===== src/sv/arm_alu_pkg.sv =====
`timescale 1ns / 1ps
// ----------------------------------------------------------------------------
// ARM ALU package
// Shared types and constants for the conditional integer/multiply ALU.
// ----------------------------------------------------------------------------
package arm_alu_pkg;

   localparam int WORD_BITS = 32;

   localparam logic [63:0] ROUND_CONST = 64'h0000_0000_8000_0000;

   typedef enum logic [3:0] {
      MODE_ADD   = 4'd0,
      MODE_ADC   = 4'd1,
      MODE_SUB   = 4'd2,
      MODE_SBC   = 4'd3,
      MODE_RSB   = 4'd4,
      MODE_CMP   = 4'd5,
      MODE_CMN   = 4'd6,
      MODE_TEQ   = 4'd7,
      MODE_MUL   = 4'd8,
      MODE_MLA   = 4'd9,
      MODE_SMULL = 4'd10,
      MODE_UMULL = 4'd11,
      MODE_SMMUL = 4'd12
   } mode_type;

   typedef enum logic [2:0] {
      SHIFT_LSL = 3'd0,
      SHIFT_LSR = 3'd1,
      SHIFT_ASR = 3'd2,
      SHIFT_ROR = 3'd3,
      SHIFT_RRX = 3'd4
   } shift_kind_type;

   // condition code pairs, selected by condition[3:1]; the low bit inverts
   typedef enum logic [2:0] {
      COND_EQ = 3'd0,
      COND_CS = 3'd1,
      COND_MI = 3'd2,
      COND_VS = 3'd3,
      COND_HI = 3'd4,
      COND_GE = 3'd5,
      COND_GT = 3'd6,
      COND_AL = 3'd7
   } cond_group_type;

   // flag bit positions inside NZCV
   localparam int FLAG_N = 3;
   localparam int FLAG_Z = 2;
   localparam int FLAG_C = 1;
   localparam int FLAG_V = 0;

   typedef struct packed {
      logic [WORD_BITS-1:0] value;
      logic                 carry;
   } shift_out_type;

   typedef struct packed {
      logic                 passed;
      logic                 writes_result;
      logic [WORD_BITS-1:0] result_low;
      logic [WORD_BITS-1:0] result_high;
      logic [3:0]           flags;
   } exec_result_type;

endpackage


===== src/sv/arm_alu_shift.sv =====
`timescale 1ns / 1ps
// ----------------------------------------------------------------------------
// ARM ALU barrel shifter
// LSL, LSR, ASR, ROR and RRX on the second operand, with shifter carry out.
// ----------------------------------------------------------------------------
module arm_alu_shift (
   input  logic [31:0]                  operand,
   input  logic [2:0]                   shift_kind,
   input  logic [5:0]                   shift_amount,
   input  logic                         carry_in,
   output arm_alu_pkg::shift_out_type   shift_out
);
   import arm_alu_pkg::*;

   logic [63:0]        lsl_full;
   logic [63:0]        lsr_full;
   logic signed [63:0] asr_full;
   logic [63:0]        ror_full;
   shift_kind_type     kind;

   assign kind     = shift_kind_type'(shift_kind);
   assign lsl_full = {32'b0, operand} << shift_amount;
   assign lsr_full = {operand, 32'b0} >> shift_amount;
   assign asr_full = $signed({operand, 32'b0}) >>> shift_amount;
   // rotate uses the amount modulo 32
   assign ror_full = {operand, operand} >> shift_amount[4:0];

   always_comb begin
      shift_out.value = operand;
      shift_out.carry = carry_in;
      if (kind == SHIFT_RRX) begin
         shift_out.value = {carry_in, operand[31:1]};
         shift_out.carry = operand[0];
      end else if (shift_amount != 6'd0) begin
         case (kind)
            SHIFT_LSL: begin
               shift_out.value = lsl_full[31:0];
               shift_out.carry = lsl_full[32];
            end
            SHIFT_LSR: begin
               shift_out.value = lsr_full[63:32];
               shift_out.carry = lsr_full[31];
            end
            SHIFT_ASR: begin
               shift_out.value = asr_full[63:32];
               shift_out.carry = asr_full[31];
            end
            SHIFT_ROR: begin
               shift_out.value = ror_full[31:0];
               shift_out.carry = ror_full[31];
            end
            default: begin
               // unused kinds pass the operand with the stored carry
               shift_out.value = operand;
               shift_out.carry = carry_in;
            end
         endcase
      end
   end

endmodule


===== src/sv/arm_alu_exec.sv =====
`timescale 1ns / 1ps
// ----------------------------------------------------------------------------
// ARM ALU execute logic
// Condition test, add/subtract forms, TEQ and multiplies with NZCV update.
// ----------------------------------------------------------------------------
module arm_alu_exec (
   input  logic [3:0]                    mode,
   input  logic [3:0]                    condition,
   input  logic [31:0]                   operand_a,
   input  logic [31:0]                   operand_b,
   input  logic [31:0]                   addend,
   input  logic                          set_flags,
   input  logic                          round_high,
   input  logic [3:0]                    flags,
   input  arm_alu_pkg::shift_out_type    shift_out,
   output arm_alu_pkg::exec_result_type  result
);
   import arm_alu_pkg::*;

   mode_type           op;
   cond_group_type     cond_group;
   logic               cond_raw;
   logic               cond_ok;
   logic               flag_n;
   logic               flag_z;
   logic               flag_c;
   logic               flag_v;
   logic [31:0]        add_x;
   logic [31:0]        add_y;
   logic               add_cin;
   logic [32:0]        add_sum;
   logic [3:0]         add_flags;
   logic [31:0]        teq_value;
   logic               mul_signed;
   logic signed [32:0] mul_a;
   logic signed [32:0] mul_b;
   logic signed [65:0] prod_full;
   logic [63:0]        prod;
   logic [31:0]        mla_value;
   logic [63:0]        smmul_value;

   assign op         = mode_type'(mode);
   assign cond_group = cond_group_type'(condition[3:1]);
   assign flag_n     = flags[FLAG_N];
   assign flag_z     = flags[FLAG_Z];
   assign flag_c     = flags[FLAG_C];
   assign flag_v     = flags[FLAG_V];

   always_comb begin
      unique case (cond_group)
         COND_EQ: cond_raw = flag_z;
         COND_CS: cond_raw = flag_c;
         COND_MI: cond_raw = flag_n;
         COND_VS: cond_raw = flag_v;
         COND_HI: cond_raw = flag_c & ~flag_z;
         COND_GE: cond_raw = (flag_n == flag_v);
         COND_GT: cond_raw = ~flag_z & (flag_n == flag_v);
         default: cond_raw = 1'b1;
      endcase
   end

   // always-group passes for both encodings
   assign cond_ok = (cond_group == COND_AL) ? 1'b1 : (cond_raw ^ condition[0]);

   always_comb begin
      add_x   = operand_a;
      add_y   = shift_out.value;
      add_cin = 1'b0;
      case (op) inside
         MODE_ADC:            add_cin = flag_c;
         MODE_SUB, MODE_CMP: begin
            add_y   = ~shift_out.value;
            add_cin = 1'b1;
         end
         MODE_SBC: begin
            add_y   = ~shift_out.value;
            add_cin = flag_c;
         end
         MODE_RSB: begin
            add_x   = ~operand_a;
            add_cin = 1'b1;
         end
         default: add_cin = 1'b0;
      endcase
   end

   assign add_sum   = {1'b0, add_x} + {1'b0, add_y} + {32'b0, add_cin};
   assign add_flags = {add_sum[31], (add_sum[31:0] == 32'b0), add_sum[32],
                       ((add_x[31] ^ add_sum[31]) & (add_y[31] ^ add_sum[31]))};

   assign teq_value = operand_a ^ shift_out.value;

   // one 33x33 signed multiplier serves signed and unsigned products
   assign mul_signed  = (op == MODE_SMULL) || (op == MODE_SMMUL);
   assign mul_a       = $signed({mul_signed & operand_a[31], operand_a});
   assign mul_b       = $signed({mul_signed & operand_b[31], operand_b});
   assign prod_full   = mul_a * mul_b;
   assign prod        = prod_full[63:0];
   assign mla_value   = prod[31:0] + ((op == MODE_MLA) ? addend : 32'b0);
   assign smmul_value = prod + (round_high ? ROUND_CONST : 64'b0);

   always_comb begin
      result       = '0;
      result.flags = flags;
      if (cond_ok) begin
         unique case (op) inside
            MODE_ADD, MODE_ADC, MODE_SUB, MODE_SBC, MODE_RSB: begin
               result.passed        = 1'b1;
               result.writes_result = 1'b1;
               result.result_low    = add_sum[31:0];
               if (set_flags) begin
                  result.flags = add_flags;
               end
            end
            MODE_CMP, MODE_CMN: begin
               result.passed = 1'b1;
               result.flags  = add_flags;
            end
            MODE_TEQ: begin
               result.passed = 1'b1;
               result.flags  = {teq_value[31], (teq_value == 32'b0), shift_out.carry, flag_v};
            end
            MODE_MUL, MODE_MLA: begin
               result.passed        = 1'b1;
               result.writes_result = 1'b1;
               result.result_low    = mla_value;
               if (set_flags) begin
                  result.flags = {mla_value[31], (mla_value == 32'b0), flag_c, flag_v};
               end
            end
            MODE_SMULL, MODE_UMULL: begin
               result.passed        = 1'b1;
               result.writes_result = 1'b1;
               result.result_low    = prod[31:0];
               result.result_high   = prod[63:32];
               if (set_flags) begin
                  result.flags = {prod[63], (prod == 64'b0), flag_c, flag_v};
               end
            end
            MODE_SMMUL: begin
               result.passed        = 1'b1;
               result.writes_result = 1'b1;
               result.result_low    = smmul_value[63:32];
            end
            default: begin
               // unused modes do nothing
               result.passed = 1'b0;
            end
         endcase
      end
   end

endmodule


===== src/sv/arm_arith_multiply_alu_unit.sv =====
`timescale 1ns / 1ps
// ----------------------------------------------------------------------------
// ARM arithmetic and multiply ALU
// Conditional ARMv7-A add/subtract/compare/multiply step with NZCV flags.
//
//   channel | direction | handshake             | beat carries
//   req_    | in        | req_valid / req_stall | mode, condition, operands, shift
//   rsp_    | out       | rsp_valid / rsp_stall | passed, writes, results, flags
//
// One instruction per cycle sustained while rsp_stall is low. A beat fills
// an input register; shifter, adder and multiplier feed the result register,
// which drives rsp_valid. The flag register updates as a result is loaded, so
// the next instruction tests the flags of the one before it. Synchronous reset
// clears the flags and both valid bits. A stalled result holds; the input
// register keeps accepting while the result register is free or being taken.
// ----------------------------------------------------------------------------
module arm_arith_multiply_alu_unit (
   input  logic        clock,
   input  logic        reset,
   input  logic        req_valid,
   output logic        req_stall,
   input  logic [3:0]  req_mode,
   input  logic [3:0]  req_condition,
   input  logic [31:0] req_operand_a,
   input  logic [31:0] req_operand_b,
   input  logic [31:0] req_addend,
   input  logic [2:0]  req_shift_kind,
   input  logic [5:0]  req_shift_amount,
   input  logic        req_set_flags,
   input  logic        req_round_high,
   output logic        rsp_valid,
   input  logic        rsp_stall,
   output logic        rsp_passed,
   output logic        rsp_writes_result,
   output logic [31:0] rsp_result_low,
   output logic [31:0] rsp_result_high,
   output logic [3:0]  rsp_flags_out
);
   import arm_alu_pkg::*;

   logic            s1_valid_ff;
   logic            s1_valid_in;
   logic [3:0]      mode_ff;
   logic [3:0]      condition_ff;
   logic [31:0]     operand_a_ff;
   logic [31:0]     operand_b_ff;
   logic [31:0]     addend_ff;
   logic [2:0]      shift_kind_ff;
   logic [5:0]      shift_amount_ff;
   logic            set_flags_ff;
   logic            round_high_ff;
   logic            rsp_valid_ff;
   logic            rsp_valid_in;
   exec_result_type rsp_ff;
   logic [3:0]      flags_ff;
   logic [3:0]      flags_in;
   logic            req_fire;
   logic            s1_move;
   logic            s1_fire;
   shift_out_type   shift_out;
   exec_result_type exec_result;

   assign s1_move     = ~rsp_valid_ff | ~rsp_stall;
   assign s1_fire     = s1_valid_ff & s1_move;
   assign req_stall   = s1_valid_ff & ~s1_move;
   assign req_fire    = req_valid & ~req_stall;
   assign s1_valid_in = req_fire | (s1_valid_ff & ~s1_move);
   assign rsp_valid_in = s1_fire | (rsp_valid_ff & rsp_stall);
   assign flags_in    = s1_fire ? exec_result.flags : flags_ff;

   always_ff @(posedge clock) begin
      if (reset) begin
         s1_valid_ff  <= 1'b0;
         rsp_valid_ff <= 1'b0;
         flags_ff     <= 4'b0;
      end else begin
         s1_valid_ff  <= s1_valid_in;
         rsp_valid_ff <= rsp_valid_in;
         flags_ff     <= flags_in;
      end
   end

   always_ff @(posedge clock) begin
      if (req_fire) begin
         mode_ff         <= req_mode;
         condition_ff    <= req_condition;
         operand_a_ff    <= req_operand_a;
         operand_b_ff    <= req_operand_b;
         addend_ff       <= req_addend;
         shift_kind_ff   <= req_shift_kind;
         shift_amount_ff <= req_shift_amount;
         set_flags_ff    <= req_set_flags;
         round_high_ff   <= req_round_high;
      end
      if (s1_fire) begin
         rsp_ff <= exec_result;
      end
   end

   arm_alu_shift u_shift (
      .operand      (operand_b_ff),
      .shift_kind   (shift_kind_ff),
      .shift_amount (shift_amount_ff),
      .carry_in     (flags_ff[FLAG_C]),
      .shift_out    (shift_out)
   );

   arm_alu_exec u_exec (
      .mode       (mode_ff),
      .condition  (condition_ff),
      .operand_a  (operand_a_ff),
      .operand_b  (operand_b_ff),
      .addend     (addend_ff),
      .set_flags  (set_flags_ff),
      .round_high (round_high_ff),
      .flags      (flags_ff),
      .shift_out  (shift_out),
      .result     (exec_result)
   );

   assign rsp_valid         = rsp_valid_ff;
   assign rsp_passed        = rsp_ff.passed;
   assign rsp_writes_result = rsp_ff.writes_result;
   assign rsp_result_low    = rsp_ff.result_low;
   assign rsp_result_high   = rsp_ff.result_high;
   assign rsp_flags_out     = rsp_ff.flags;

   // while a result is pending, the flag register mirrors its flags
   assert property (@(posedge clock) disable iff (reset)
      rsp_valid_ff |-> (flags_ff == rsp_ff.flags))
      else $error("flag register differs from pending result flags");

   // a skipped instruction writes nothing and returns zero words
   assert property (@(posedge clock) disable iff (reset)
      (rsp_valid_ff && !rsp_ff.passed) |->
         (!rsp_ff.writes_result && rsp_ff.result_low == 32'b0 &&
          rsp_ff.result_high == 32'b0))
      else $error("failed condition produced a result");

   // stall the request side only while the input register holds a beat
   assert property (@(posedge clock) disable iff (reset)
      req_stall |-> s1_valid_ff)
      else $error("request stalled with empty input register");

   // flags move only when an instruction completes
   assert property (@(posedge clock) disable iff (reset)
      !s1_fire |=> $stable(flags_ff))
      else $error("flags changed without a completed instruction");

endmodule

===== config.mk =====
export PLATFORM = sky130hd
export DESIGN_NAME = arm_arith_multiply_alu_unit
export DESIGN_NICKNAME = d
export VERILOG_FILES = /design/src/sv/arm_alu_pkg.sv /design/src/sv/arm_alu_shift.sv /design/src/sv/arm_alu_exec.sv /design/src/sv/arm_arith_multiply_alu_unit.sv
export SDC_FILE = /design/constraint.sdc
export NUM_CORES = 2
export LEC_CHECK = 0
export BUFFER_PORTS_ARGS = -buffer_cell sky130_fd_sc_hd__buf_2
export CAP_MARGIN = 20
export CORE_ASPECT_RATIO = 1.5
export CORE_UTILIZATION = 23
export CTS_CLUSTER_DIAMETER = 40
export CTS_CLUSTER_SIZE = 10
export DETAILED_ROUTE_END_ITERATION = 7
export MAX_ROUTING_LAYER = met4
export PLACE_DENSITY_LB_ADDON = 0.3
export SLEW_MARGIN = 20
export SYNTH_ARGS = -nofsm -noshare
export SYNTH_HDL_FRONTEND = slang
export SYNTH_SLANG_ARGS = --single-unit

===== constraint.sdc =====
create_clock -name clock -period 11.4 [get_ports clock]
set_input_delay 2.28 -clock clock [delete_from_list [all_inputs] [get_ports clock]]
set_output_delay 2.28 -clock clock [all_outputs]
set_load 0.005 [all_outputs]

==> results.env <==
RUN_STATUS='finished clean'
POST_SYNTHESIS_REGISTER_BIT_COUNT=191
STD_CELL_ROWS=228
OVERALL_FRACTION_OF_GLOBAL_ROUTE_TRACKS_IN_USE=0.228
FINAL_COMMON_CELL='sky130_fd_sc_hd__inv_1'
WL_PER_CELL_UM=28.6
GRT_ANTENNA_BEFORE_REPAIR=12
INITIAL_UTILIZATION=0.231
SYNTHTOLAYOUTAREAGROWTH_PCT=11.7
TIMING.SETUP.TNS_NS=0
TIMING.CRITICAL_PATH.MODE_CELL='sky130_fd_sc_hd__fa_1'
TIGHTESTPINTRANSITION_NS=1.27
SYNTHESIS.NETS=8198
PERIOD_NEEDED_NS=10.79
CTS-ROOT-TO-SINK-BUFFERS=2
SETUP_REPAIR_AFTER_GLOBAL_ROUTING_MISSED_ITS_MARGIN='false'
VIAS=50595
YS.WARNINGS.COUNT=0
TIMING.FINAL.SETUP_VIOLATIONS=0
BUFFER_PORTS.INSERTED=190
DIE_H_UM=624
SYNTHFLOPTYPE='sky130_fd_sc_hd__edfxtp_1'
GRT_PASS1_VIAS=54909
CRIT_PATH_TOP_DELAY_CELL='sky130_fd_sc_hd__edfxtp_1'
SYNTH_ASYNC_RESET_RATIO=0
VIASPERCELL=5.00
DRT-TOTAL-WL_UM=289000
HOLD_VIOL_FINAL=0
FINALCRITPERIODSHARE=0.946
DETAIL_ROUTE.ITER0.VIOLATIONS=3689
GLOBAL_PLACEMENT_ROUTABILITY_CONGESTION=0.988
TOP_USAGE_LAYER='met2'
FINAL_MAX_SLEW_VIOL_COUNT=0
CORE_REGION_AREA_MM2=0.257
DRT-PASS1-ITER-COUNT=8
GRT_FIRST_PASS_WIRELENGTH_UM=410000
FP.DIEAREA_MM2=0.260
SYNTH_ENABLE_FLOP_CELLS=185
BOUNDARYPINS=191
SLEW_HEADROOM=0.147
GRT_UTIL_MET3=0.0285
MAXCAPVIOLATIONS=0
GRT-OVFL-TOTAL=0
SYNTH.LIB_CELLS_USED.DISTINCT=112
POSTCTSSETUPREPAIRBUFS=0
CLOCK-SINKS=191
WORSTSETUPPATHTYPE='flip-flop to flip-flop'
DIE_EXTENT_IN_X_UM=417
GRTUSAGEMET2=0.395
SYNTH.AVG_CELL_AREA_UM2=8.89
CTS_MADE_BUFFERS=17
MAXIMUM_NUMBER_OF_PINS_ON_ONE_NET_BEFORE_GLOBAL_ROUTE_REPAIR=116
WORST_EP_REQUIRED_TIME_NS=11.70
HTREEDEPTH=4
CRITICAL_PATH.MAX_STAGE_DELAY_NS=0.86
STARTPOINT_TYPE='flip-flop'
POSTCTSRESIZEDCELLS=0
SKEW_NS=0.0222
CLKTRANSATPATHREGS_NS=0.09
CTS_TREE='yes'
FINAL.FILL_COUNT=27849
FINISH.NET_COUNT=8284
CTS_ROOT_BUFFER_TYPE='sky130_fd_sc_hd__clkbuf_16'
REMAINING_DRC_ERRORS=0
CRITPATHMAXFANOUT=17
CLOCK_INSERTION_DELAY_WORST_SKEW_NS=0.56
CRIT_ARRIVAL_NS=11.08
HOLD_PATH.CLASS='flip-flop to flip-flop'
PART_OF_THE_YOSYS_AREA_USED_FOR_SEQUENTIAL_ELEMENTS=0.0956
DRT.ANTENNA.VIOLATING_NETS=0
FMAXACHIEVABLE_MHz=92.7
WORSTSETUPENDPOINTTYPE='flip-flop'
ROUTING_USAGE_ON_MET1=0.240
MOST-COMMON-LAYOUT-CELLS='sky130_fd_sc_hd__inv_1, sky130_fd_sc_hd__fa_1, sky130_fd_sc_hd__nand2_1'
MAPPEDNETLISTAREA_MM2=0.0593
CTSHOLDBUFFERS=0
SYN-INSTANCE-COUNT=6676
DRIVE_GT1_FRAC=0.114
DETAILEDPLACEMENTHPWL_UM=237000
-- layout make-up --
type / instances / area [um^2] / area share
Antenna cell: 5 / 12.5 / 0.000189
Clock buffer: 17 / 425 / 0.00642
Clock inverter: 15 / 231 / 0.00349
Inverter: 1218 / 4570 / 0.0690
Multi-Input combinational cell: 4809 / 47400 / 0.715
Sequential cell: 191 / 5680 / 0.0856
Tap cell: 3335 / 4170 / 0.0630
Timing Repair Buffer: 525 / 3790 / 0.0572
-- state kept, by name, summed over array words and instances, names as in the netlist, 4 cells and up --
register and count:
addend_ff 32, condition_ff 4, flags_ff 4, mode_ff 4
operand_a_ff 32, operand_b_ff 32, rsp_flags_out 4, rsp_result_high 32
rsp_result_low 32, shift_amount_ff 6
-- stage by stage --
step	cells	setup WS (ns)	instance area [um^2]	hold slack, ns	util
2_1_floorplan	6676	1.36	59300	0.445	-
3_3_place_gp	10077	0.579	65600	0.465	0.255
3_5_place_dp	10077	0.676	65600	0.489	0.255
4_1_cts	10109	0.662	66200	0.512	0.258
5_1_grt	10113	0.204	66300	0.568	0.258
6_report	10115	0.613	66300	0.508	0.258
-- path summary, 6_finish.rpt --
check                                               start                                to  slack [ns]  cells after the start
worst max register to register  operand_b_ff[1]$_DFFE_PP_  rsp_result_low[30]$_SDFFCE_PP0P_        0.61                     36
worst max-delay path            operand_b_ff[1]$_DFFE_PP_  rsp_result_low[30]$_SDFFCE_PP0P_        0.61                     36
worst min-delay path               s1_valid_ff$_SDFF_PP0_              rsp_valid$_SDFF_PP0_        0.51                      2
worst min register to register     s1_valid_ff$_SDFF_PP0_              rsp_valid$_SDFF_PP0_        0.51                      2
-- critical path: cells and delay by family (launching register included) --
family / cells / cell delay [ns]
adders and majority gates: 10 / 4.76
and+or+nand+nor: 5 / 0.89
DFF: 1 / 0.86
xor gates and xnor gates: 2 / 0.49
AOI/OAI and AO/OA: 9 / 2.22
buffers and inverters: 10 / 1.31
-- routing by layer --
layer | part of all wire | up-vias
met5 | 0 | -
met4 | 0.089 | 0
met3 | 0.048 | 730
met2 | 0.50 | 1957
met1 | 0.36 | 26446
li1 | - | 21462
-- cells in the mapped netlist, drive strengths merged (77+ instances only) --
master / instances / area [um^2]
edfxtp: 185 / 5560
nand2: 910 / 3420
o21ai: 150 / 758
and3: 84 / 526
a21oi: 202 / 1010
mux4: 77 / 1730
inv: 1217 / 4570
clkbuf: 401 / 1530
xor2: 97 / 850
ha: 275 / 3440
xnor2: 137 / 1200
and2: 410 / 2560
nor2: 297 / 1120
fa: 1128 / 22600
mux2i: 81 / 811
-- cells by family after synthesis --
kind of cell | count (synthesis) | synth area share
fa+ha+maj | 1403 | 0.439
compound gates | 842 | 0.0969
flops | 191 | 0.0956
buf+inv | 1676 | 0.108
simple gates | 2114 | 0.173
mux | 216 | 0.0539
xor+xnor | 234 | 0.0345
Power is not shown: default switching activity piles up to over one toggle a cycle in this logic, so the estimate is an artifact.
